<file path="config.mk">
export PLATFORM = sky130hd
export DESIGN_NAME = record_total_exchange_sort
export DESIGN_NICKNAME = d
export VERILOG_FILES = /design/src/sv/rtes_pkg.sv /design/src/sv/record_total_exchange_sort.sv /design/src/sv/rtes_datapath.sv /design/src/sv/rtes_ctrl.sv
export SDC_FILE = /design/constraint.sdc
export NUM_CORES = 1
export LEC_CHECK = 0
export BUFFER_PORTS_ARGS = -buffer_cell sky130_fd_sc_hd__buf_2
export CAP_MARGIN = 20
export CELL_PAD_IN_SITES_DETAIL_PLACEMENT = 0
export CELL_PAD_IN_SITES_GLOBAL_PLACEMENT = 2
export CORE_MARGIN = 3
export CORE_UTILIZATION = 46
export CTS_CLUSTER_DIAMETER = 80
export CTS_CLUSTER_SIZE = 28
export DETAILED_ROUTE_END_ITERATION = 10
export PLACE_DENSITY = 0.81
export SYNTH_ARGS = -nofsm -noshare
export SYNTH_HDL_FRONTEND = slang
export SYNTH_SLANG_ARGS = --single-unit
export TNS_END_PERCENT = 10
</file>
<file path="constraint.sdc">
create_clock -name clk -period 6.8 [get_ports clk]
set_input_delay 0.34 -clock clk [delete_from_list [all_inputs] [get_ports clk]]
set_output_delay 0.34 -clock clk [all_outputs]
set_load 0.01 [all_outputs]
</file>
<file path="src/sv/rtes_pkg.sv">
// Shared types and constants for the record total exchange sort block.
package rtes_pkg;

	localparam int MAX_RECORDS_DEF = 64;
	localparam int MARK_W = 6;
	localparam int TAG_W = 8;
	localparam int TOTAL_W = 9;

	typedef struct packed {
		logic [MARK_W-1:0] quiz_one;
		logic [MARK_W-1:0] quiz_two;
		logic [MARK_W-1:0] quiz_three;
		logic [MARK_W-1:0] quiz_four;
		logic [MARK_W-1:0] assign_one;
		logic [MARK_W-1:0] assign_two;
		logic [MARK_W-1:0] assign_three;
		logic [MARK_W-1:0] assign_four;
		logic [TAG_W-1:0] record_tag;
		logic final_record;
	} rec_t;

	typedef struct packed {
		logic [TAG_W-1:0] out_tag;
		logic [TOTAL_W-1:0] out_total;
		logic out_last;
	} res_t;

	// One stored record.
	typedef struct packed {
		logic [TAG_W-1:0] tag;
		logic [TOTAL_W-1:0] total;
	} entry_t;

	typedef enum logic [2:0] {
		ST_LOAD,
		ST_RD_I,
		ST_LD_I,
		ST_CMP,
		ST_WR_I,
		ST_EMIT_RD,
		ST_EMIT_LD
	} state_t;

	// Controller to datapath.
	typedef struct packed {
		logic wr_load; // write incoming record at waddr
		logic wr_cur;  // write held entry at waddr
		logic ld_cur;  // held entry <= read data
		logic cmp;     // compare held entry with read data, swap if smaller
		logic ld_out;  // result register <= read data
		logic last;    // last flag for the loaded result
	} cmd_t;

	// Datapath to controller.
	typedef struct packed {
		logic out_busy; // result register holds a transaction not taken this cycle
	} sts_t;

endpackage

</file>
<file path="src/sv/record_total_exchange_sort.sv">
// Top level: records in, totals sorted in descending order out.
//
//   channel   handshake               payload  direction
//   rec       rec_valid / rec_ready   rec_t    in   one record per transaction
//   res       res_valid / res_ready   res_t    out  one sorted record per transaction
//
// Records are taken back to back while loading. A final record starts the sort, one
// compare per cycle on the read and write ports of the record memory. Emitting reads
// each result, then loads it into the result register when that register is free.
// Records are taken only while loading; a pending result does not block loading.
// Reset clears control state only; memory contents are never read before written.
module record_total_exchange_sort #(
	parameter int MAX_RECORDS = rtes_pkg::MAX_RECORDS_DEF
) (
	input  logic clk,
	input  logic arst_n,
	input  logic rec_valid,
	output logic rec_ready,
	input  rtes_pkg::rec_t rec,
	output logic res_valid,
	input  logic res_ready,
	output rtes_pkg::res_t res
);
	import rtes_pkg::*;

	localparam int AW = $clog2(MAX_RECORDS);

	cmd_t cmd;
	sts_t sts;
	logic [AW-1:0] raddr;
	logic [AW-1:0] waddr;

	rtes_ctrl #(
		.MAX_RECORDS(MAX_RECORDS)
	) u_ctrl (
		.clk(clk),
		.arst_n(arst_n),
		.rec_valid(rec_valid),
		.rec_final(rec.final_record),
		.rec_ready(rec_ready),
		.sts(sts),
		.cmd(cmd),
		.raddr(raddr),
		.waddr(waddr)
	);

	rtes_datapath #(
		.MAX_RECORDS(MAX_RECORDS)
	) u_datapath (
		.clk(clk),
		.arst_n(arst_n),
		.rec(rec),
		.cmd(cmd),
		.raddr(raddr),
		.waddr(waddr),
		.sts(sts),
		.res_valid(res_valid),
		.res_ready(res_ready),
		.res(res)
	);

	// result register must be empty when a new result is loaded
	a_load_empty: assert property (@(posedge clk) disable iff (!arst_n)
		cmd.ld_out |-> !res_valid)
		else $error("result loaded over a pending transaction");

	a_final_stops_input: assert property (@(posedge clk) disable iff (!arst_n)
		(rec_valid && rec_ready && rec.final_record) |=> !rec_ready)
		else $error("input taken right after a final record");

	a_valid_from_load: assert property (@(posedge clk) disable iff (!arst_n)
		$rose(res_valid) |-> $past(cmd.ld_out))
		else $error("result valid without a load");

	a_no_write_on_emit: assert property (@(posedge clk) disable iff (!arst_n)
		cmd.ld_out |-> !(cmd.wr_load || cmd.wr_cur || cmd.cmp))
		else $error("memory written while emitting");

endmodule

</file>
<file path="src/sv/rtes_datapath.sv">
// Datapath: record memory, mark adder, held entry for the sort, result register.
module rtes_datapath #(
	parameter int MAX_RECORDS = rtes_pkg::MAX_RECORDS_DEF
) (
	input  logic clk,
	input  logic arst_n,
	input  rtes_pkg::rec_t rec,
	input  rtes_pkg::cmd_t cmd,
	input  logic [$clog2(MAX_RECORDS)-1:0] raddr,
	input  logic [$clog2(MAX_RECORDS)-1:0] waddr,
	output rtes_pkg::sts_t sts,
	output logic res_valid,
	input  logic res_ready,
	output rtes_pkg::res_t res
);
	import rtes_pkg::*;

	entry_t mem [MAX_RECORDS];
	entry_t rdata_q;
	entry_t cur_q;
	entry_t rec_entry;
	entry_t wdata;
	logic we;
	logic swap;
	res_t res_q;
	logic res_valid_q;

	always_comb begin
		rec_entry.tag = rec.record_tag;
		rec_entry.total = TOTAL_W'(rec.quiz_one) + TOTAL_W'(rec.quiz_two)
			+ TOTAL_W'(rec.quiz_three) + TOTAL_W'(rec.quiz_four)
			+ TOTAL_W'(rec.assign_one) + TOTAL_W'(rec.assign_two)
			+ TOTAL_W'(rec.assign_three) + TOTAL_W'(rec.assign_four);
	end

	assign swap = cur_q.total < rdata_q.total;
	assign we = cmd.wr_load | cmd.wr_cur | (cmd.cmp & swap);
	assign wdata = cmd.wr_load ? rec_entry : cur_q;

	always_ff @(posedge clk) begin
		if (we) begin
			mem[waddr] <= wdata;
		end
		rdata_q <= mem[raddr];
	end

	// Held entry i bubbles down: it trades places with every larger total met.
	always_ff @(posedge clk) begin
		if (cmd.ld_cur || (cmd.cmp && swap)) begin
			cur_q <= rdata_q;
		end
		if (cmd.ld_out) begin
			res_q.out_tag <= rdata_q.tag;
			res_q.out_total <= rdata_q.total;
			res_q.out_last <= cmd.last;
		end
	end

	always_ff @(posedge clk or negedge arst_n) begin
		if (!arst_n) begin
			res_valid_q <= 1'b0;
		end else if (cmd.ld_out) begin
			res_valid_q <= 1'b1;
		end else if (res_ready) begin
			res_valid_q <= 1'b0;
		end
	end

	assign sts.out_busy = res_valid_q & ~res_ready;
	assign res_valid = res_valid_q;
	assign res = res_q;

endmodule

</file>
<file path="src/sv/rtes_ctrl.sv">
// Controller: load, sort and emit sequencing with record and loop counters.
module rtes_ctrl #(
	parameter int MAX_RECORDS = rtes_pkg::MAX_RECORDS_DEF
) (
	input  logic clk,
	input  logic arst_n,
	input  logic rec_valid,
	input  logic rec_final,
	output logic rec_ready,
	input  rtes_pkg::sts_t sts,
	output rtes_pkg::cmd_t cmd,
	output logic [$clog2(MAX_RECORDS)-1:0] raddr,
	output logic [$clog2(MAX_RECORDS)-1:0] waddr
);
	import rtes_pkg::*;

	localparam int AW = $clog2(MAX_RECORDS);
	localparam int CW = $clog2(MAX_RECORDS + 1);

	state_t state_q, state_d;
	logic [CW-1:0] count_q, count_d;
	logic [CW-1:0] i_q, i_d;
	logic [CW-1:0] j_q, j_d;
	logic [CW-1:0] k_q, k_d;
	logic [CW-1:0] last_idx;
	logic [CW-1:0] i_inc;
	logic [CW-1:0] j_inc;
	logic [CW-1:0] n_new;
	logic room;

	assign last_idx = count_q - CW'(1);
	assign i_inc = i_q + CW'(1);
	assign j_inc = j_q + CW'(1);
	assign room = count_q < CW'(MAX_RECORDS);
	assign n_new = room ? count_q + CW'(1) : count_q;

	always_ff @(posedge clk or negedge arst_n) begin
		if (!arst_n) begin
			state_q <= ST_LOAD;
			count_q <= '0;
			i_q <= '0;
			j_q <= '0;
			k_q <= '0;
		end else begin
			state_q <= state_d;
			count_q <= count_d;
			i_q <= i_d;
			j_q <= j_d;
			k_q <= k_d;
		end
	end

	always_comb begin
		state_d = state_q;
		count_d = count_q;
		i_d = i_q;
		j_d = j_q;
		k_d = k_q;
		cmd = '0;
		rec_ready = 1'b0;
		raddr = i_q[AW-1:0];
		waddr = count_q[AW-1:0];
		unique case (state_q)
			ST_LOAD: begin
				rec_ready = 1'b1;
				if (rec_valid) begin
					// record beyond capacity is dropped, but a final flag still counts
					cmd.wr_load = room;
					count_d = n_new;
					if (rec_final) begin
						i_d = '0;
						k_d = '0;
						state_d = (n_new >= CW'(2)) ? ST_RD_I : ST_EMIT_RD;
					end
				end
			end
			ST_RD_I: begin
				raddr = i_q[AW-1:0];
				state_d = ST_LD_I;
			end
			ST_LD_I: begin
				cmd.ld_cur = 1'b1;
				raddr = i_inc[AW-1:0];
				j_d = i_inc;
				state_d = ST_CMP;
			end
			ST_CMP: begin
				cmd.cmp = 1'b1;
				waddr = j_q[AW-1:0];
				raddr = j_inc[AW-1:0];
				if (j_q == last_idx) begin
					state_d = ST_WR_I;
				end else begin
					j_d = j_inc;
				end
			end
			ST_WR_I: begin
				cmd.wr_cur = 1'b1;
				waddr = i_q[AW-1:0];
				raddr = i_inc[AW-1:0];
				i_d = i_inc;
				state_d = (i_inc == last_idx) ? ST_EMIT_RD : ST_LD_I;
			end
			ST_EMIT_RD: begin
				raddr = k_q[AW-1:0];
				if (!sts.out_busy) begin
					state_d = ST_EMIT_LD;
				end
			end
			ST_EMIT_LD: begin
				cmd.ld_out = 1'b1;
				cmd.last = (k_q == last_idx);
				if (k_q == last_idx) begin
					count_d = '0;
					state_d = ST_LOAD;
				end else begin
					k_d = k_q + CW'(1);
					state_d = ST_EMIT_RD;
				end
			end
			default: begin
				state_d = ST_LOAD;
			end
		endcase
	end

endmodule
</file>
* Yosys cells after proc, flatten, opt, wreduce, memory -nomap -nowiden
Memories as Yosys holds them, arrays and structs flattened. A register that Yosys moved wholly into a read port is not among the register bits.
Index checks and enable logic that the tools add are counted.
** Cells by class
- $lt $le $gt $ge :: 3
- Equality and inequality tests :: 16
- Reduce and logical (&&, ||, !) cells :: 13
- Bitwise operators :: 5
- Mux-type cells :: 33
- $add $sub $neg :: 12
** Operators with widths (count)
- $pmux 7 s2 :: 4
- $add 9x6->9 :: 6
- $mux 7 :: 7
- $add 7x1->7 const B :: 4
- $eq 7x7->1 :: 3
- $mux 3 :: 7
- $pmux 3 s7 :: 1
- $pmux 6 s3 :: 1
- $mux 17 :: 1
- $pmux 6 s2 :: 1
- $mux 1 :: 10
- $ne 2x2->1 const B :: 5
- $eq 3x3->1 const B :: 3
- $lt 9x9->1 :: 1
- $reduce_and 4->1 :: 2
- $reduce_bool 2->1 :: 4
- $add 6x6->7 :: 1
- $ge 7x2->1 const B :: 1
- $lt 7x7->1 const B :: 1
- $sub 7x1->7 const B :: 1
- $eq 3x2->1 const B :: 2
- $reduce_and 3->1 :: 2
- $ne 2x1->1 const B :: 2
- $eq 3x1->1 const B :: 1
- 9 further kinds :: 11
** Storage, ports and cells
- Output and inout port bits :: 20
- Bits of input ports :: 61
- Word-level logic and storage cells :: 94
- Memories :: 1
- RAM bits :: 1088
- Flip-flop bits (word level) :: 67
** Memories
- u_datapath.mem :: depth 64, bits a word 17, read ports 1, clocked after Yosys merged registers in 1, wr ports 1, RTL line rtes_datapath.sv:18 : entry_t mem [MAX_RECORDS];

* Longest topological paths before layout
Gate-level depths: netlist of run 1.
- Depth in word-level cells :: 8
- Gate-level depth with buffers :: 20
- Mapped depth without buffers :: 20

* By module
From an unflattened synthesis of run 1, not the netlist that was laid out.
** Unflattened totals
- Cells, all modules :: 2451
- Area, all modules :: 47678.2 µm²
** Modules (own cells, without submodules)
- rtes_datapath :: cells an instance 2088, seq. area each 34087.7 µm², area each 44805.5 µm², times used 1
- rtes_ctrl :: cells an instance 363, seq. area each 775.7 µm², area each 2872.8 µm², times used 1

* Worst setup path before layout of run 1
No wires, ideal clock.
- Path type :: input-to-reg
- Start :: input rec[45] in the netlist's numbering
- End :: memory u_datapath.mem[0][8] in the netlist's numbering, data pin
- Arrival :: 6.813 ns
- Required time :: 6.099 ns
- Stages on the path :: 19
- Library setup time :: 0.701 ns
- Slack :: -0.714 ns
- Buffers on the path :: 0
- Cells stage by stage :: ha_1 -> fa_1 -> a21o_1 -> a21oi_1 -> xnor2_1 -> fa_1 -> inv_1 -> fa_1 -> fa_1 -> fa_1 -> inv_1 -> ha_1 -> inv_1 -> o21bai_1 -> a21oi_1 -> o21bai_1 -> a21oi_1 -> xor2_1 -> o21ai_0
** RTL lines
- from (decl) :: RTL line record_total_exchange_sort.sv:19 : input rtes_pkg::rec_t rec,
- to (decl) :: RTL line rtes_datapath.sv:18

==> summary.txt, run 1 <==
Grt total ovfl: 0
Top cells by area, synth: edfxtp_1 70%, nand2_1 5.0%, a21oi_1 4.5%, mux2i_1 2.9%, a32oi_1 2.5%
Slowest CP cell: o21ai_4
Synth Cell Area: 0.0481 sq mm
Drt total wl: 128 mm
Root Buffer: clkbuf_16
Final hold vios: 0
Post-Syn Instances: 3,422
CP Data Arrival Time: 5.65 ns
RSZ-0062 raised after global routing: no
Fin. max-slew vios: 0
Drt pass-1 iters: 7
Synth Area in Compound Gates: 11.6%
Final Cell Area: 0.0524 sq mm
Xor and xnor area share after synthesis: 1.04%
Clk slew on worst S/H paths: 0.10 ns
Power per Cell Area: 510 mW/mm^2
VDD IR max: 0.465 mV
Largest net degree at the start of global routing: 101
Final net count: 3,572
Critical path class: input pin to register
Flops & latches, synth: 1,172
Synth unique cells: 58
Area grow syn2layout: 8.97%
Slew HR: 22.9%
Post-synth EDFFs: 1,123
DIE WIDTH: 329 um
GPL Wtd Cong: 0.865
CTS tree: yes
Syn Nets: 3,544
Final period util: 76.2%
Worst hold path class: input pin to register
Multiplexer area fraction after synthesis: 2.92%
Number of I/O pins: 81
Final Total Pwr: 26.7 mW
Setup Skew: 0.0229 ns
Longest Clk Path Bufs: 3
Initial antenna violation count: 5
Initial drt markers: 3,344
CP Capture Type: register
Top FF cell, synth: edfxtp_1
Worst-Margin Slew: 1.16 ns
Resize count post-CTS: 0
Fmax: 0.193 GHz
Maxcap violations: 0
PortBufs: 80
Crit-path max cell delay: 0.74 ns
Final ANT Viol Nets: 0
Top cells by count, synth: 1,123 x edfxtp_1, 645 x nand2_1, 435 x a21oi_1
Synthesis Warnings: 0
Leakage: 17.5 nW
Number of global-route vias before repair: 28,500
GRT Total Usage: 23.3%
Cts bufs inserted: 52
CP Max Fanout: 33
Most frequent CP cell: fa_1
Post-place instance area: 0.0507 sq mm
DR WL/cell: 26.5 um
DR DRC count: 0
Largest family of logic cells by synthesized area: compound AO/OA/AOI/OAI gates
Sequential share of the synthesized area: 72.5%
Drt via density: 6.13
Clk sinks: 1,172
Die area: 0.108 sq mm
Syn avg cell area: 14.0 sq um
# rows: 117
Share of cells above drive strength 1: 10.8%
CP Data Required Time: 7.27 ns
Later-pin clock latency in the skew report: 0.67 ns
Top-count cell post-synth: edfxtp_1
Final HPWL DP: 76.9 mm
Status: completed
Post-Synth Adder-Cell Area: 2.04%
Simple-gate share of the synthesized area: 7.02%
Via count: 29,700
Startpoint Class: input pin
CP Cell Sequence: buf_2 -> ha_1 -> fa_1 -> a21o_1 -> a21oi_1 -> xnor2_1 -> fa_1 -> inv_1 -> fa_1 -> fa_1 -> fa_1 -> inv_1 -> ha_1 -> inv_1 -> o21bai_1 -> a21oi_1 -> xnor2_1 -> o21ai_4 -> buf_4
CORE AREA: 0.103 sq mm
Cell taking the most area after synthesis: edfxtp_1
Die height: 329 um
Crit path time final: 5.18 ns
First-pass GRT wire length: 187 mm
Async SR Flop Fraction: 2.73%
Final setup vio count: 0
Initial core utilization: 46.8%
H-tree depth: 2
Top-area cell type share of the netlist area: 70.2%
[flip-flops by register name (all words and copies together) (netlist names)]
signal and count:
u_datapath.res_valid 1, u_datapath.res 18, u_datapath.cur_q 17, u_ctrl.state_q 3, u_ctrl.count_q 7, u_datapath.mem 1088
u_datapath.rdata_q 17, u_ctrl.i_q 7, u_ctrl.k_q 7, u_ctrl.j_q 7
[cells by family (layout without fill, tap and decap cells)]
family,after synthesis,after routing
AO/OA/AOI/OAI,862,862
flip-flops,1172,1172
AND/OR/NAND/NOR,826,826
XOR/XNOR,50,50
multiplexers,140,140
adder cells (fa/ha/maj),61,61
buffers and inverters,311,366
other,0,2
[report_power, final]
part / total, mW / internal, mW / switching [mW]
registers: 9.51 / 9.28 / 0.229
clock network: 3.76 / 1.56 / 2.20
logic: 13.4 / 3.84 / 9.57
[per-layer routing]
layer	global-route usage, %	wire [um]	vias up	share of wire [%]
li1	-	-	13100	-
met1	34.4	56200	15200	44
met2	36.2	58000	1217	45
met3	2.65	9410	188	7.3
met4	8.37	4610	0	3.6
met5	0	0	-	0
[layout make-up]
cell class	count	area, sq um
multi-input cells	1939	12300
clock buffers	66	1380
clock inverters	15	221
fillers	8519	50400
well taps	1368	1710
repair buffers	216	1620
diodes	2	5.00
inverters	69	259
flip-flops and latches	1172	34900
[path summary, 6_finish.rpt]
| check | startpoint | end | slack (ns) | depth (start not counted) |
|---|---|---|---|---|
| max in group asynchronous | arst_n | u_ctrl.count_q[2]$_DFFE_PN0P_ | 6.00 | 2 |
| setup / recovery | rec[45] | u_datapath.mem[37][6]$_DFFE_PP_ | 1.62 | 19 |
| min in group asynchronous | arst_n | u_ctrl.count_q[5]$_DFFE_PN0P_ | 0.28 | 2 |
| hold reg to reg | u_datapath.rdata_q[9]$_DFF_P_ | u_datapath.res[10]$_DFFE_PP_ | 0.45 | 0 |
| setup reg to reg | u_ctrl.state_q[2]$_DFFE_PN0P_ | u_datapath.rdata_q[0]$_DFF_P_ | 2.03 | 10 |
| hold / removal | rec_valid | u_ctrl.count_q[3]$_DFFE_PN0P_ | 0.15 | 3 |
[metrics by stage]
step / util [%] / cells / hold WS (ns) / setup TNS, ns / setup slack [ns]
after CTS: 50.9 / 4844 / 0.115 / 0 / 1.66
after global placement: 49.4 / 4761 / 0.415 / 0 / 1.07
after global routing: 51.0 / 4845 / 0.170 / 0 / 1.38
after floorplan: - / 3422 / 0.0444 / -112.72 / -0.626
after detailed placement: 49.4 / 4761 / 0.423 / 0 / 0.967
final: 51.0 / 4847 / 0.145 / 0 / 1.62
[critical path: cells and delay by family]
kind / cells / cell delay (ns)
adders and majority gates: 7 / 2.81
AOI/OAI and AO/OA: 5 / 1.47
buffers and inverters: 5 / 0.73
xor gates and xnor gates: 2 / 0.27
[cell usage in the layout (no fill, tap or decap), types with 4 or more instances in the layout]
cell type / count
clkbuf_16: 53
xnor2_1: 30
edfxtp_1: 1123
clkbuf_1: 13
o22ai_1: 69
dfrtp_1: 32
buf_2: 80
o21ai_4: 7
nor3_1: 8
a21o_1: 12
nand2_2: 10
nand2b_1: 6
nor2_1: 40
buf_12: 14
ha_1: 32
a32oi_1: 138
nand4_1: 5
nor3_2: 64
or4_1: 17
o21bai_1: 5
o21ai_0: 27
buf_4: 119
and2_1: 5
nand3_1: 17
o31ai_1: 4
inv_1: 69
a221oi_1: 137
dfxtp_1: 17
nand2_1: 634
mux2i_1: 139
xor2_1: 16
a21oi_1: 435
fa_1: 29
[what timing repair did]
| item | CTS | global route |
|---|---|---|
| endpoints found under the hold margin | 33 | 0 |
| hold buffers | 2 | 0 |
| setup buffers | 0 | 0 |
Power figures use the tool's default switching activity.
==> run 2, diff against run 1 <==
Settings changed: CORE_UTILIZATION 46 to 41, PLACE_DENSITY 0.81 to 0.76.
Clock period 6.8 ns to 4.7 ns, I/O delays scaled along.
==> summary.txt, run 2 (synthesis gave the netlist of run 1 again) <==
Status: completed
Startpoint Class: input pin
Number of I/O pins: 81 (unchanged)
Longest Clk Path Bufs: 3 (unchanged)
Crit path buf inv count: 5 (unchanged)
Via count: 29,500 (-0.86%)
Hold_sp: rec[0]
Clk slew on worst S/H paths: 0.10 ns (about the same)
CP Data Required Time: 5.12 ns (-2.15 ns)
Top delay family on crit path: adder cells
Crit-path max cell delay: 0.50 ns (-0.24 ns)
Commonest non-fill, non-tap cell in the layout: edfxtp_1
Worst-Margin Slew: 0.969 ns (-0.187 ns)
Critical path depth: 21 (+2)
Later-pin clock latency in the skew report: 0.67 ns (about the same)
Final net count: 3,690 (+3.3%)
Cts bufs inserted: 52 (unchanged)
GRT Total Usage: 21.6% (-1.7 points)
Crit path time final: 4.46 ns
CORE AREA: 0.115 sq mm (+12%)
GPL Wtd Cong: 0.820 (-5.1%)
Highest metal used: met5
CP Capture Type: register
Die area: 0.121 sq mm (+12%)
Share of cells above drive strength 1: 14.0% (+3.2 points)
RSZ-0062 raised after global routing: no
VDD IR max: 0.594 mV (+28%)
Commonest cells after routing, fill and taps aside: 1,123 x edfxtp_1, 634 x nand2_1, 432 x a21oi_1, 199 x buf_4, 139 x mux2i_1
H-tree depth: 2 (unchanged)
Initial drt markers: 3,065 (-8.3%)
Top reg by flops: u_datapath.mem
CP Max Fanout: 23 (-30%)
DIE WIDTH: 348 um (+5.8%)
Drt pass-1 iters: 5 (-2)
CP Cell Sequence: buf_2 -> ha_1 -> a21o_1 -> a21oi_1 -> xnor2_1 -> fa_1 -> inv_1 -> fa_1 -> fa_1 -> fa_1 -> inv_1 -> ha_1 -> a21oi_2 -> o21bai_1 -> a21oi_2 -> o21bai_1 -> a21oi_1 -> xor2_1 -> o21ai_4 -> buf_12 -> buf_12
Slew HR: 35.4% (+12 points)
Setup Skew: 0.0317 ns (+0.00882 ns)
Met1 WL: 58.6 mm (+4.2%)
Fmax: 0.224 GHz
R2R cell count: 11 (+1)
Grt total ovfl: 0 (unchanged)
Layout fillers: 10,100 (+18%)
DR WL/cell: 26.1 um (-1.3%)
Final hold vios: 0 (unchanged)
Maxcap violations: 0 (unchanged)
Area grow syn2layout: 12.3%
Worst hold path class: input pin to register
Worst R2R Start: u_ctrl.state_q[1]$_DFFE_PN0P_
Largest register FFs: 1,088 (unchanged)
Initial core utilization: 41.7% (-5.1 points)
Largest net degree at the start of global routing: 65 (-36%)
Final period util: 94.8%
Hold path depth: 4 (+1)
# rows: 124 (+6.0%)
Root Buffer: clkbuf_16
Final HPWL DP: 82.3 mm (+7.0%)
CTS tree: yes
Drt via density: 5.77 (-6.0%)
CP Launch Point: rec[46]
Drt total wl: 133 mm (+4.1%)
Die height: 348 um (+5.8%)
Initial antenna violation count: 18 (+13)
Final setup vio count: 0 (unchanged)
DR DRC count: 0 (unchanged)
Power per Cell Area: 761 mW/mm^2 (+49%)
Number of global-route vias before repair: 28,100 (-1.3%)
Most frequent CP cell: fa_1
Final ANT Viol Nets: 0 (unchanged)
Final hold slack: 0.146 ns (+0.000618 ns)
Clk sinks: 1,172 (unchanged)
First-pass GRT wire length: 194 mm (+3.6%)
Met2 Routed Length: 62.7 mm (+8.0%)
Length of routed met3 wiring: 8.14 mm (-14%)
Slowest CP cell: fa_1
Fin. max-slew vios: 0 (unchanged)
PortBufs: 80 (unchanged)
Final Core Density: 46.8% (-4.1 points)
Leakage: 18.3 nW (+4.4%)
Critical path class: input pin to register
CP Data Arrival Time: 4.88 ns (-0.77 ns)
-- run 2: cell types whose count changed in the layout (fill, tap and decap cells not counted), sizes merged --
cell         before  now
buf             214  331
dlygate4sd3       2    3
clkinv            7    6
diode             2    1
clkinvlp          1    3
bufinv            2    1
clkbuf           66   69
-- run 2: timing repair --
item	CTS	global route
resized for setup	0	0
endpoints found under the hold margin	36	0
hold buffers	3	0
buffers inserted	0	0
-- run 2: power by group --
group	total [mW]	switching (mW)	internal, mW
combinational	21.8	14.7	7.10
sequential	13.7	0.276	13.4
clock	5.54	3.25	2.29
-- run 2: worst paths after layout --
| path | endpoint | slack, ns |
|---|---|---|
| min | u_ctrl.k_q[6]$_DFFE_PN0P_ | 0.15 |
| max in group asynchronous | u_ctrl.j_q[4]$_DFFE_PN0P_ | 4.01 |
| min in group asynchronous | u_ctrl.count_q[0]$_DFFE_PN0P_ | 0.19 |
| max | u_datapath.mem[17][8]$_DFFE_PP_ | 0.24 |
| max reg2reg | u_datapath.rdata_q[15]$_DFF_P_ | 0.70 |
| min reg2reg | u_datapath.cur_q[16]$_DFFE_PP_ | 0.44 |
-- run 2: cell type report --
type | instances | area, sq um | area share, %
sequential | 1172 | 34900 | 64.6
multi-input combinational | 1939 | 12300 | 22.9
timing repair buffer | 334 | 2970 | 5.49
tap | 1512 | 1890 | 3.51
clock buffer | 69 | 1440 | 2.66
inverter | 69 | 259 | 0.480
clock inverter | 15 | 210 | 0.390
antenna | 1 | 2.50 | 0.00464
-- run 2: routing by layer --
metal / vias up / global-route usage (%)
met5: - / 0
met4: 4 / 6.29
met3: 156 / 3.03
met2: 958 / 35.0
met1: 15000 / 30.6
li1: 13300 / -
-- run 2: worst register-to-register path: cells and delay by family, from the launching register on --
family | cells | cell delay (ns)
buf+inv | 3 | 0.84
flops | 1 | 0.57
simple gates | 2 | 0.72
compound gates | 4 | 1.06
xor+xnor | 1 | 0.37
mux | 1 | 0.37
-- run 2: stage by stage --
| stage | setup slack (ns) | power, mW | area [sq um] | cells | TNS, ns |
|---|---|---|---|---|---|
| floorplan | -0.265 | 26.3 | 48100 | 3422 | -49.27 |
| global placement | -0.430 | 35.6 | 52300 | 5023 | -78.57 |
| detailed placement | -0.454 | 35.7 | 52300 | 5023 | -73.88 |
| CTS | 0.277 | 41.2 | 54000 | 5110 | 0 |
| global route | 0.0974 | 43.3 | 54000 | 5110 | 0 |
| finish | 0.245 | 41.0 | 54000 | 5111 | 0 |
